**config.mk**
```make
export PLATFORM = sky130hd
export DESIGN_NAME = sha256_byte_stream_hasher_top
export DESIGN_NICKNAME = d
export VERILOG_FILES = /design/src/rtl/sha_pkg.sv /design/src/rtl/sha_front.sv /design/src/rtl/sha_core.sv /design/src/rtl/sha256_byte_stream_hasher_top.sv
export SDC_FILE = /design/constraint.sdc
export NUM_CORES = 2
export LEC_CHECK = 0
export BUFFER_PORTS_ARGS = -buffer_cell sky130_fd_sc_hd__buf_4
export CAP_MARGIN = 40
export CORE_ASPECT_RATIO = 1.2
export CORE_MARGIN = 2
export CORE_UTILIZATION = 50
export CTS_CLUSTER_DIAMETER = 30
export DETAILED_ROUTE_END_ITERATION = 10
export PLACE_DENSITY = 0.77
export RECOVER_POWER = 100
export REMOVE_ABC_BUFFERS = 1
export SYNTH_ARGS = -nofsm -noshare
export SYNTH_HDL_FRONTEND = slang
export SYNTH_HIERARCHICAL = 1
export SYNTH_SLANG_ARGS = --single-unit
```
**constraint.sdc**
```tcl
create_clock -name clock -period 70.4 [get_ports clock]
set_input_delay 14.08 -clock clock [delete_from_list [all_inputs] [get_ports clock]]
set_output_delay 14.08 -clock clock [all_outputs]
set_load 0.03 [all_outputs]
```
**src/rtl/sha_pkg.sv**
```systemverilog
// SHA-256 hasher package: shared types, constants and a rotate helper.
package sha_pkg;

   typedef logic [31:0] word_type;

   // front to back queue entry
   typedef struct packed {
      logic [7:0] data_byte;
      logic       has_byte;
      logic       end_of_message;
   } req_entry_type;

   localparam word_type INIT_H [8] = '{
      32'h6a09e667, 32'hbb67ae85, 32'h3c6ef372, 32'ha54ff53a,
      32'h510e527f, 32'h9b05688c, 32'h1f83d9ab, 32'h5be0cd19
   };

   localparam word_type ROUND_K [64] = '{
      32'h428a2f98, 32'h71374491, 32'hb5c0fbcf, 32'he9b5dba5, 32'h3956c25b, 32'h59f111f1,
      32'h923f82a4, 32'hab1c5ed5, 32'hd807aa98, 32'h12835b01, 32'h243185be, 32'h550c7dc3,
      32'h72be5d74, 32'h80deb1fe, 32'h9bdc06a7, 32'hc19bf174, 32'he49b69c1, 32'hefbe4786,
      32'h0fc19dc6, 32'h240ca1cc, 32'h2de92c6f, 32'h4a7484aa, 32'h5cb0a9dc, 32'h76f988da,
      32'h983e5152, 32'ha831c66d, 32'hb00327c8, 32'hbf597fc7, 32'hc6e00bf3, 32'hd5a79147,
      32'h06ca6351, 32'h14292967, 32'h27b70a85, 32'h2e1b2138, 32'h4d2c6dfc, 32'h53380d13,
      32'h650a7354, 32'h766a0abb, 32'h81c2c92e, 32'h92722c85, 32'ha2bfe8a1, 32'ha81a664b,
      32'hc24b8b70, 32'hc76c51a3, 32'hd192e819, 32'hd6990624, 32'hf40e3585, 32'h106aa070,
      32'h19a4c116, 32'h1e376c08, 32'h2748774c, 32'h34b0bcb5, 32'h391c0cb3, 32'h4ed8aa4a,
      32'h5b9cca4f, 32'h682e6ff3, 32'h748f82ee, 32'h78a5636f, 32'h84c87814, 32'h8cc70208,
      32'h90befffa, 32'ha4506ceb, 32'hbef9a3f7, 32'hc67178f2
   };

   localparam logic [7:0] PAD_BYTE  = 8'h80;
   localparam int         LEN_START = 56;

   function automatic word_type ror32(input word_type x, input int n);
      ror32 = (x >> n) | (x << (32 - n));
   endfunction

endpackage

```
**src/rtl/sha_front.sv**
```systemverilog
// SHA-256 front end: request intake and a two-entry queue toward the core.
module sha_front
   import sha_pkg::*;
(
   input  logic          clock,
   input  logic          reset,
   input  logic          req_valid,
   output logic          req_stall,
   input  logic [7:0]    req_data_byte,
   input  logic          req_has_byte,
   input  logic          req_end_of_message,
   output logic          q_valid,
   output req_entry_type q_entry,
   input  logic          q_pop
);

   req_entry_type entry_ff [2];
   logic          rd_ptr_ff, rd_ptr_in;
   logic          wr_ptr_ff, wr_ptr_in;
   logic [1:0]    count_ff, count_in;
   logic          push;

   // idle items carry no work and are dropped here
   assign req_stall = (count_ff == 2'd2);
   assign push      = req_valid && !req_stall && (req_has_byte || req_end_of_message);
   assign q_valid   = (count_ff != 2'd0);
   assign q_entry   = entry_ff[rd_ptr_ff];

   always_comb begin
      rd_ptr_in = rd_ptr_ff ^ q_pop;
      wr_ptr_in = wr_ptr_ff ^ push;
      count_in  = count_ff + {1'b0, push} - {1'b0, q_pop};
   end

   always_ff @(posedge clock) begin
      if (reset) begin
         rd_ptr_ff <= 1'b0;
         wr_ptr_ff <= 1'b0;
         count_ff  <= 2'd0;
      end else begin
         rd_ptr_ff <= rd_ptr_in;
         wr_ptr_ff <= wr_ptr_in;
         count_ff  <= count_in;
      end
   end

   // queue storage
   always_ff @(posedge clock) begin
      if (push) begin
         entry_ff[wr_ptr_ff] <= '{req_data_byte, req_has_byte, req_end_of_message};
      end
   end

   a_no_overflow: assert property (@(posedge clock) disable iff (reset)
      count_ff == 2'd2 |-> !push) else $error("queue overflow");
   a_no_underflow: assert property (@(posedge clock) disable iff (reset)
      q_pop |-> q_valid) else $error("queue underflow");
   a_count_range: assert property (@(posedge clock) disable iff (reset)
      count_ff != 2'd3) else $error("bad count");

endmodule

```
**src/rtl/sha_core.sv**
```systemverilog
// SHA-256 back end: block buffer, padding sequencer and one round per cycle.
module sha_core
   import sha_pkg::*;
(
   input  logic          clock,
   input  logic          reset,
   input  logic          q_valid,
   input  req_entry_type q_entry,
   output logic          q_pop,
   output logic          rsp_valid,
   input  logic          rsp_stall,
   output word_type      rsp_word [8]
);

   localparam logic [2:0] ST_TAKE  = 3'd0;
   localparam logic [2:0] ST_PAD   = 3'd1;
   localparam logic [2:0] ST_ROUND = 3'd2;
   localparam logic [2:0] ST_ADD   = 3'd3;
   localparam logic [2:0] ST_OUT   = 3'd4;

   logic [2:0]  state_ff, state_in;
   word_type    buf_ff [16];             // 64 bytes, four per word, first byte high
   logic [5:0]  fill_ff, fill_in;
   logic [60:0] count_ff, count_in;
   logic        fin_ff, fin_in;          // current compression is the last of a message
   logic        second_ff, second_in;    // pad byte still to be placed
   logic        pad_blk_ff, pad_blk_in;  // current compression came from padding
   logic [5:0]  round_ff, round_in;
   word_type    chain_ff [8];
   word_type    v_ff [8];
   word_type    w_ff [16];
   logic        rsp_valid_ff, rsp_valid_in;
   word_type    rsp_ff [8];

   // buffer write port
   logic        buf_we;
   logic [5:0]  buf_addr;
   logic [7:0]  buf_data;
   logic [63:0] len_bits;

   word_type    w_new, t_a, t_b, w_cur;

   assign len_bits  = {count_ff, 3'b000};
   assign rsp_valid = rsp_valid_ff;
   assign rsp_word  = rsp_ff;

   // schedule word for this round, the next schedule word and the round sums t_a, t_b
   always_comb begin
      w_cur = w_ff[0];
      w_new = w_ff[0] + (ror32(w_ff[1], 7) ^ ror32(w_ff[1], 18) ^ (w_ff[1] >> 3))
            + w_ff[9] + (ror32(w_ff[14], 17) ^ ror32(w_ff[14], 19) ^ (w_ff[14] >> 10));
      t_a = v_ff[7] + (ror32(v_ff[4], 6) ^ ror32(v_ff[4], 11) ^ ror32(v_ff[4], 25))
          + ((v_ff[4] & v_ff[5]) ^ (~v_ff[4] & v_ff[6])) + ROUND_K[round_ff] + w_cur;
      t_b = (ror32(v_ff[0], 2) ^ ror32(v_ff[0], 13) ^ ror32(v_ff[0], 22))
          + ((v_ff[0] & v_ff[1]) ^ (v_ff[0] & v_ff[2]) ^ (v_ff[1] & v_ff[2]));
   end

   // sequencer
   always_comb begin
      state_in     = state_ff;
      fill_in      = fill_ff;
      count_in     = count_ff;
      fin_in       = fin_ff;
      second_in    = second_ff;
      pad_blk_in   = pad_blk_ff;
      round_in     = round_ff;
      rsp_valid_in = rsp_valid_ff && rsp_stall;
      q_pop        = 1'b0;
      buf_we       = 1'b0;
      buf_addr     = fill_ff;
      buf_data     = q_entry.data_byte;
      case (state_ff)
         ST_TAKE: begin
            if (q_valid) begin
               q_pop = 1'b1;
               if (q_entry.has_byte) begin
                  buf_we   = 1'b1;
                  fill_in  = fill_ff + 6'd1;
                  count_in = count_ff + 61'd1;
               end
               if (q_entry.has_byte && fill_ff == 6'd63) begin
                  fin_in     = 1'b0;
                  second_in  = q_entry.end_of_message;
                  pad_blk_in = 1'b0;
                  round_in   = '0;
                  state_in   = ST_ROUND;
               end else if (q_entry.end_of_message) begin
                  state_in = ST_PAD;
                  fill_in  = q_entry.has_byte ? fill_ff + 6'd1 : fill_ff;
                  fin_in   = 1'b0;
                  second_in = 1'b1;
               end
            end
         end
         ST_PAD: begin
            // one buffer byte per cycle; second_ff marks the pad byte not yet placed
            buf_we  = 1'b1;
            fill_in = fill_ff + 6'd1;
            if (second_ff) begin
               buf_data  = PAD_BYTE;
               second_in = 1'b0;
            end else if (fill_ff >= 6'(LEN_START) && fin_ff) begin
               buf_data = len_bits[{~fill_ff[2:0], 3'b000} +: 8];
            end else begin
               buf_data = 8'h00;
            end
            // reaching the length field with the pad byte placed closes the message
            if (fill_ff == 6'(LEN_START - 1)) begin
               fin_in = 1'b1;
            end
            if (fill_ff == 6'd63) begin
               round_in   = '0;
               pad_blk_in = 1'b1;
               state_in   = ST_ROUND;
            end
         end
         ST_ROUND: begin
            round_in = round_ff + 6'd1;
            if (round_ff == 6'd63) begin
               state_in = ST_ADD;
            end
         end
         ST_ADD: begin
            if (fin_ff) begin
               state_in = ST_OUT;
            end else if (second_ff || pad_blk_ff) begin
               state_in = ST_PAD;
            end else begin
               state_in = ST_TAKE;
            end
         end
         ST_OUT: begin
            if (!rsp_valid_ff || !rsp_stall) begin
               rsp_valid_in = 1'b1;
               fill_in      = '0;
               count_in     = '0;
               fin_in       = 1'b0;
               state_in     = ST_TAKE;
            end
         end
         default: state_in = ST_TAKE;
      endcase
   end

   always_ff @(posedge clock) begin
      if (reset) begin
         state_ff     <= ST_TAKE;
         fill_ff      <= '0;
         count_ff     <= '0;
         fin_ff       <= 1'b0;
         second_ff    <= 1'b0;
         pad_blk_ff   <= 1'b0;
         round_ff     <= '0;
         rsp_valid_ff <= 1'b0;
         chain_ff     <= INIT_H;
      end else begin
         state_ff     <= state_in;
         fill_ff      <= fill_in;
         count_ff     <= count_in;
         fin_ff       <= fin_in;
         second_ff    <= second_in;
         pad_blk_ff   <= pad_blk_in;
         round_ff     <= round_in;
         rsp_valid_ff <= rsp_valid_in;
         if (state_ff == ST_ADD) begin
            for (int i = 0; i < 8; i++) chain_ff[i] <= chain_ff[i] + v_ff[i];
         end
         if (state_ff == ST_OUT && state_in == ST_TAKE) begin
            chain_ff <= INIT_H;
         end
      end
   end

   // block buffer
   always_ff @(posedge clock) begin
      if (buf_we) begin
         buf_ff[buf_addr[5:2]][{~buf_addr[1:0], 3'b000} +: 8] <= buf_data;
      end
   end

   // working variables and schedule window; the last byte bypasses the buffer
   always_ff @(posedge clock) begin
      if (state_in == ST_ROUND && state_ff != ST_ROUND) begin
         for (int i = 0; i < 8; i++) v_ff[i] <= chain_ff[i];
         for (int j = 0; j < 15; j++) w_ff[j] <= buf_ff[j];
         w_ff[15] <= buf_we ? {buf_ff[15][31:8], buf_data} : buf_ff[15];
      end else if (state_ff == ST_ROUND) begin
         v_ff[7] <= v_ff[6];
         v_ff[6] <= v_ff[5];
         v_ff[5] <= v_ff[4];
         v_ff[4] <= v_ff[3] + t_a;
         v_ff[3] <= v_ff[2];
         v_ff[2] <= v_ff[1];
         v_ff[1] <= v_ff[0];
         v_ff[0] <= t_a + t_b;
         for (int j = 0; j < 15; j++) w_ff[j] <= w_ff[j+1];
         w_ff[15] <= w_new;
      end
   end

   // result register
   always_ff @(posedge clock) begin
      if (state_ff == ST_OUT && (!rsp_valid_ff || !rsp_stall)) begin
         rsp_ff <= chain_ff;
      end
   end

   a_pop_only_take: assert property (@(posedge clock) disable iff (reset)
      q_pop |-> state_ff == ST_TAKE) else $error("pop outside intake");
   a_round_count: assert property (@(posedge clock) disable iff (reset)
      state_ff == ST_ADD |-> $past(round_ff) == 6'd63) else $error("short round run");
   a_out_after_add: assert property (@(posedge clock) disable iff (reset)
      $rose(rsp_valid_ff) |-> $past(state_ff) == ST_OUT) else $error("stray result");

endmodule

```
**src/rtl/sha256_byte_stream_hasher_top.sv**
```systemverilog
// SHA-256 byte-stream hasher top level: front queue and compression back end.
// Usage:
//   The request channel (req_valid / req_stall) takes one message byte per
//   request: req_data_byte is used when req_has_byte is set, and
//   req_end_of_message closes the message after that byte.
//   The response channel (rsp_valid / rsp_stall) returns one digest of eight
//   big-endian words per closed message.
// Sequence:
//   Bytes are taken one per cycle into the 64-byte block buffer while the
//   core is in intake. A full block holds intake for 64 rounds on the single
//   round unit plus the feed-forward add; the load happens with the last byte.
//   Closing a message walks the buffer tail one byte a cycle for padding,
//   then compresses one or two blocks. A two-entry queue sits between intake
//   and core.
// Reset:
//   Synchronous, active high; chaining words return to the initial values and
//   all counts clear.
// Stall:
//   A stalled response holds its words; the core waits with the next digest
//   until the response register is free, and the queue then backs up to
//   req_stall.
module sha256_byte_stream_hasher_top
   import sha_pkg::*;
(
   input  logic        clock,
   input  logic        reset,
   input  logic        req_valid,
   output logic        req_stall,
   input  logic [7:0]  req_data_byte,
   input  logic        req_has_byte,
   input  logic        req_end_of_message,
   output logic        rsp_valid,
   input  logic        rsp_stall,
   output logic [31:0] rsp_digest_word_0,
   output logic [31:0] rsp_digest_word_1,
   output logic [31:0] rsp_digest_word_2,
   output logic [31:0] rsp_digest_word_3,
   output logic [31:0] rsp_digest_word_4,
   output logic [31:0] rsp_digest_word_5,
   output logic [31:0] rsp_digest_word_6,
   output logic [31:0] rsp_digest_word_7
);

   logic          q_valid;
   logic          q_pop;
   req_entry_type q_entry;
   word_type      digest [8];

   sha_front u_front (
      .clock              (clock),
      .reset              (reset),
      .req_valid          (req_valid),
      .req_stall          (req_stall),
      .req_data_byte      (req_data_byte),
      .req_has_byte       (req_has_byte),
      .req_end_of_message (req_end_of_message),
      .q_valid            (q_valid),
      .q_entry            (q_entry),
      .q_pop              (q_pop)
   );

   sha_core u_core (
      .clock     (clock),
      .reset     (reset),
      .q_valid   (q_valid),
      .q_entry   (q_entry),
      .q_pop     (q_pop),
      .rsp_valid (rsp_valid),
      .rsp_stall (rsp_stall),
      .rsp_word  (digest)
   );

   assign rsp_digest_word_0 = digest[0];
   assign rsp_digest_word_1 = digest[1];
   assign rsp_digest_word_2 = digest[2];
   assign rsp_digest_word_3 = digest[3];
   assign rsp_digest_word_4 = digest[4];
   assign rsp_digest_word_5 = digest[5];
   assign rsp_digest_word_6 = digest[6];
   assign rsp_digest_word_7 = digest[7];

endmodule
```
### After elaboration in Yosys (flattened, before gate mapping)

Memory sizes are Yosys's and may differ from the RTL's. A register that Yosys moved wholly into a read port is not among the register bits.
Index checks and enable logic that the tools add are counted.

| storage, ports and cells | value |
|---|---|
| register bits | 596 |
| memory bits (writable) | 1300 |
| bits in read-only memories | 2048 |
| bits of input ports | 14 |
| output and inout port bits | 258 |
| memories | 5 |

| cells by class | value |
|---|---|
| $add $sub $neg | 24 |
| order comparisons | 2 |
| eq/ne operators | 17 |
| shift operators | 3 |
| muxes and demuxes | 82 |
| bitwise logic cells | 56 |
| reduce and logical (&&, ||, !) cells | 28 |

Memory list:

| memory | depth | width | read ports | clocked after Yosys merged registers in | write ports | line | source |
|---|---|---|---|---|---|---|---|
| (name not given) | 64 | 32 | 1 | 0 | 0 | sha_core.sv:53 | `+ ((v_ff[4] & v_ff[5]) ^ (~v_ff[4] & v_ff[6])) + ROUND_K[round_ff] + w_cur;` |
| u_core.buf_ff | 16 | 32 | 16 | 0 | 1 | sha_core.sv:22 | `word_type buf_ff [16];` |
| u_core.w_ff | 16 | 32 | 16 | 0 | 16 | sha_core.sv:31 | `word_type w_ff [16];` |
| u_core.v_ff | 8 | 32 | 8 | 0 | 8 | sha_core.sv:30 | `word_type v_ff [8];` |
| u_front.entry_ff | 2 | 10 | 1 | 1 | 1 | sha_front.sv:17 | `req_entry_type entry_ff [2];` |

Operators by type and width:

| cell | number |
|---|---|
| 32-bit two-way mux | 27 |
| 32-bit adder | 18 |
| 32-bit XOR | 9 |
| 61-bit two-way mux | 3 |
| 32-bit bitwise AND | 5 |
| 61-bit case mux with 2 select lines | 1 |
| 64-bit by 7-bit indexed part select with 8-bit output | 1 |
| 61-bit by 1-bit adder with 61-bit output (second input constant) | 1 |
| 6-bit two-way mux | 6 |
| 6-bit case mux with 3 select lines | 2 |
| 8-bit two-way mux | 4 |
| 32-bit inverter | 1 |
| 10-bit by 32-bit bitwise OR with 32-bit output | 1 |
| 13-bit by 32-bit bitwise OR with 32-bit output | 1 |
| 14-bit by 32-bit bitwise OR with 32-bit output | 1 |
| 15-bit by 32-bit bitwise OR with 32-bit output | 1 |
| 19-bit by 32-bit bitwise OR with 32-bit output | 1 |
| 21-bit by 32-bit bitwise OR with 32-bit output | 1 |
| 25-bit by 32-bit bitwise OR with 32-bit output | 1 |
| 26-bit by 32-bit bitwise OR with 32-bit output | 1 |
| 30-bit by 32-bit bitwise OR with 32-bit output | 1 |
| 7-bit by 32-bit bitwise OR with 32-bit output | 1 |
| 8-bit by 7-bit variable shift with 32-bit output (first input constant) | 1 |
| 8-bit by 7-bit indexed part select with 32-bit output | 1 |
| other kinds (37) | 122 |

### Longest topological paths before layout

| logic depth | value |
|---|---|
| word-level depth | 10 |
| gate-level depth with buffers | 44 |
| gate-level depth less buffers | 42 |

### By module

Netlist, hierarchy kept.

By module, submodules not included:

| module | instances | cells each | area each (µm²) |
|---|---|---|---|
| sha_core | 1 | 9143 | 95758.1 |
| sha_front | 1 | 52 | 937.1 |

### Worst setup path after synthesis

No wires, ideal clock.

| timing path | value |
|---|---|
| path kind | input-to-reg |
| start | input rsp_stall |
| end | register u_core/chain_ff[222] (netlist name) |
| setup time | 0.124 ns |
| data arrival time | 28.508 ns |
| path slack | 41.768 ns |
| stages | 7 |
| buffers on the path | 1 |
| path through | a21oi_1 nor2_1 nand2_1 clkbuf_1 nor3b_1 mux2i_1 nand3_1 |

| between the ends | value |
|---|---|
| cells in the longest elaborated chain, start to end | 7 |

RTL lines:

| element | line | source |
|---|---|---|
| start: declaration | sha256_byte_stream_hasher_top.sv:33 | `input logic rsp_stall,` |
| 1-bit zero test | sha_core.sv:133 | `if (!rsp_valid_ff \|\| !rsp_stall) begin` |
| 1-bit logical OR | sha_core.sv:133 |  |
| 3-bit two-way mux | sha_core.sv:133 |  |
| 3-bit case mux with 5 select lines | sha_core.sv:72 | `case (state_ff)` |
| 3-bit zero test | sha_core.sv:168 | `if (state_ff == ST_OUT && state_in == ST_TAKE) begin` |
| 1-bit logical AND | sha_core.sv:168 |  |
| 2-bit OR reduction (no line) | - |  |
| end signal: assignment | sha_core.sv:155 | `chain_ff <= INIT_H;` |
| end signal: assignment | sha_core.sv:169 | `chain_ff <= INIT_H;` |
| end: declaration | sha_core.sv:29 | `word_type chain_ff [8];` |

No other way between the ends.
A chain may end at the register's enable or synchronous reset.

==> impl_metrics.env <==
export IMPL_cp_max_fo=176
export IMPL_async_reset_ff_share_pct=0
export IMPL_reg2reg_depth=12
export IMPL_yosys_warnings=6
export IMPL_grt_pass1_wl_mm=429
export IMPL_cts_made_buffers=354
export IMPL_netlist_instances=9195
export IMPL_io_pins=272
export IMPL_setup_tns_ns=0
export IMPL_finalCritPeriodShare_pct=38.0
export IMPL_ys_ff_latch=1888
export IMPL_wl_per_cell_um=23.2
export IMPL_grtUsageTotal_pct=28.7
export IMPL_grt_overflow=0
export IMPL_clk_path_buf_depth=4
export IMPL_violations="max-capacitance violations, max-slew violations"
export IMPL_reg2reg_slack_ns=43.62
export IMPL_avgSynthCellArea_um2=10.5
export IMPL_yosys_most_used_dff="edfxtp_1"
export IMPL_worstMarginPinSlew_ns=9.57
export IMPL_nFillCells=15500
export IMPL_htreeDepth=5
export IMPL_report_final_slew_viol_count=2626
export IMPL_dpl_hpwl_mm=200
export IMPL_crit_end="u_core/v_ff[1][46]"
export IMPL_power_density_mw_per_mm2=27.0
export IMPL_die_x_um=405
export IMPL_cp_start_kind="register"
export IMPL_yosysSeqAreaShare_pct=55.1
export IMPL_synth_edff_count=1548
export IMPL_synth_top_area_share_pct=48.1
export IMPL_core_area_mm2=0.192
export IMPL_critPathArrivalTime_ns=27.19
export IMPL_clkSinkCount=1888
export IMPL_cts_root_buffer="clkbuf_16"
export IMPL_avgViaCountPerCell=5.86
export IMPL_grt_setup_unrepaired="no"
export IMPL_grt_pass1_vias=70700
export IMPL_nNetsFinal=10100
export IMPL_synth_fa_ha_area_share_pct=9.25
export IMPL_placed_cell_area_mm2=0.102
export IMPL_initial_core_util_pct=50.4
export IMPL_synth_distinct_cells=109
export IMPL_port_buffers=271
export IMPL_dr_pass1_iters=7
export IMPL_synth_xor_xnor_area_share_pct=5.39
export IMPL_synth_simple_area_share_pct=15.4
export IMPL_timing_final_ws_setup_ns=43.62
export IMPL_pre_cts_ws_ns=53.13
export IMPL_path_clk_slew_ns=0.06
export IMPL_ir_drop_mv=0.0280
export IMPL_min_path_type="register to register"
export IMPL_maxCapViolCount=40
export IMPL_placementRows=176
export IMPL_synth_compound_area_share_pct=10.6
export IMPL_final_layout_size_suffix_gt1_share_pct=7.53
export IMPL_syn_cell_area_mm2=0.0967
export IMPL_leakage_nw=44.8
export IMPL_synth_mux_area_share_pct=1.25
export IMPL_path_class="register to register"
export IMPL_synth_area_leader_cell="edfxtp_1"
export IMPL_fp_dieH_um=486
export IMPL_place_congestion=0.983
export IMPL_setup_viol=0
export IMPL_drt_total_wl_mm=288
export IMPL_ant_nets=0
export IMPL_die_area_mm2=0.197
export IMPL_final_common_cell="nand2_1"
export IMPL_finalHoldViolCount=0
export IMPL_synth_top_family_by_area="simple AND/OR/NAND/NOR gates"
export IMPL_r2r_start="u_core/buf_addr[3]"
export IMPL_hp_start="u_core/w_ff[0][493]"
export IMPL_fin_crit_ns=26.78
export IMPL_grt_max_degree=197
export IMPL_skew_ns=0.107
export IMPL_ys_top_cells_by_area="edfxtp_1 (48%), nand2_1 (10%), dfxtp_1 (7.0%), ha_1 (5.2%), fa_1 (4.0%)"
export IMPL_max_freq_mhz=37.3
export IMPL_p_total_w=0.00302
export IMPL_crit_start="u_core/buf_addr[3]"
export IMPL_antenna_found_initial=15
export IMPL_max_slew_margin_pct=-538
export IMPL_syn_to_final_growth_pct=15.8
export IMPL_worstSkewPairLatency_ns=0.98
export IMPL_drc=0
export IMPL_outcome="finished, violations left"
export IMPL_required_ns=70.81
export IMPL_cts_setup_buffers=0
export IMPL_final_area_mm2=0.112
export IMPL_vias=72600
export IMPL_ctsResizeCount=0
export IMPL_cts_hold_buffers_added=0
export IMPL_cp_end_kind="register"
export IMPL_drt_iter0_markers=7812
export IMPL_layout_common_cells="nand2_1 (2590), edfxtp_1 (1548), a21oi_1 (483)"
export IMPL_cts_tree="built"
export IMPL_r2r_end="u_core/v_ff[1][46]"
## per-layer routing
metal	GRT usage [%]	part of all wire, %	vias up
met3	5.62	9.2	820
met5	0	0.013	-
met1	36.6	38	35300
li1	-	-	32800
met4	16.7	6.3	6
met2	45.7	46	3704
## area by class of cell
cell class	count	area, um^2	area share [%]
Sequential cell	1888	53300	47.6
Multi-Input combinational cell	6534	40500	36.2
Clock buffer	411	9280	8.29
Tap cell	2581	3230	2.88
Clock inverter	223	2610	2.33
Timing Repair Buffer	395	1720	1.54
Inverter	354	1330	1.19
Antenna cell	4	10.0	0.00894
## critical path, stage by stage (launching register included)
cell and delay (ns):
dfxtp_1 0.46, and2_0 0.35, nand3_1 0.51, nor2_1 0.53, nand2_1 0.75, a21oi_4 0.36
clkbuf_1 6.48, clkbuf_1 7.00, clkbuf_1 0.54, clkbuf_1 2.80, clkbuf_1 0.47, clkbuf_1 2.68
clkbuf_1 2.80
## report_power, final
group / total, W / switching [W] / internal (W)
logic: 0.000102 / 0.0000835 / 0.0000187
clock network: 0.00168 / 0.000586 / 0.00110
registers: 0.00124 / 0.00000467 / 0.00123
## logic make-up after synthesis
| family | Yosys count |
|---|---|
| AND/OR/NAND/NOR | 3623 |
| flip-flops | 1888 |
| AO/OA/AOI/OAI | 1626 |
| buffers and inverters | 773 |
| adder cells (fa/ha/maj) | 599 |
| XOR/XNOR | 594 |
| multiplexers | 92 |
## metrics by stage
step / std cells / hold WS, ns / util (%)
final: 12400 / 0.458 / 58.3
after global routing: 12400 / 0.493 / 58.3
after CTS: 12400 / 0.452 / 59.2
after detailed placement: 11700 / 0.476 / 53.0
after global placement: 11700 / 0.466 / 52.7
after floorplan: 8776 / 0.439 / -
## sequential cells by signal, indices dropped and copies added, names as in the netlist, 2 cells and up
| name | cells |
|---|---|
| u_core/count_ff | 61 |
| u_core/v_ff | 256 |
| u_core/round_ff | 6 |
| u_core/w_ff | 512 |
| u_core/rsp_word | 256 |
| u_core/state_ff | 3 |
| u_core/buf_addr | 6 |
| u_front/count_ff | 2 |
| u_core/chain_ff | 256 |
| u_front/entry_ff | 20 |
| u_core/buf_ff | 504 |
## worst min path at each step
stage,depth (start not counted),end,slack [ns]
detailed placement,0,u_core/rsp_word[31],0.48
global placement,2,u_core/pad_blk_ff,0.47
global route,0,u_core/rsp_word[98],0.49
floorplan,0,u_core/rsp_word[127],0.44
CTS,2,u_core/w_ff[0][461],0.45
finish,2,u_core/w_ff[0][461],0.46
## Yosys cell counts, drive strengths merged (9+ instances only)
cell type / number
nand2: 2592
edfxtp: 1548
a21oi: 485
nor2: 462
o21ai: 414
ha: 400
xnor2: 396
clkbuf: 390
inv: 352
dfxtp: 340
xor2: 197
fa: 195
a21o: 168
nor3: 109
nand3: 108
o211ai: 101
a211oi: 74
nand2b: 69
o21a: 61
a31oi: 55
nor2b: 52
or3: 45
o31ai: 44
and3: 42
o21bai: 41
nand4: 38
mux2: 37
mux2i: 36
buf: 29
and2: 23
or2: 20
a21boi: 19
mux4: 19
nor3b: 16
a211o: 15
a311oi: 15
a22oi: 13
a221oi: 12
a2111oi: 11
nand3b: 11
o311ai: 11
nor4: 10
o22ai: 9
(Power assumes the default switching activity.)
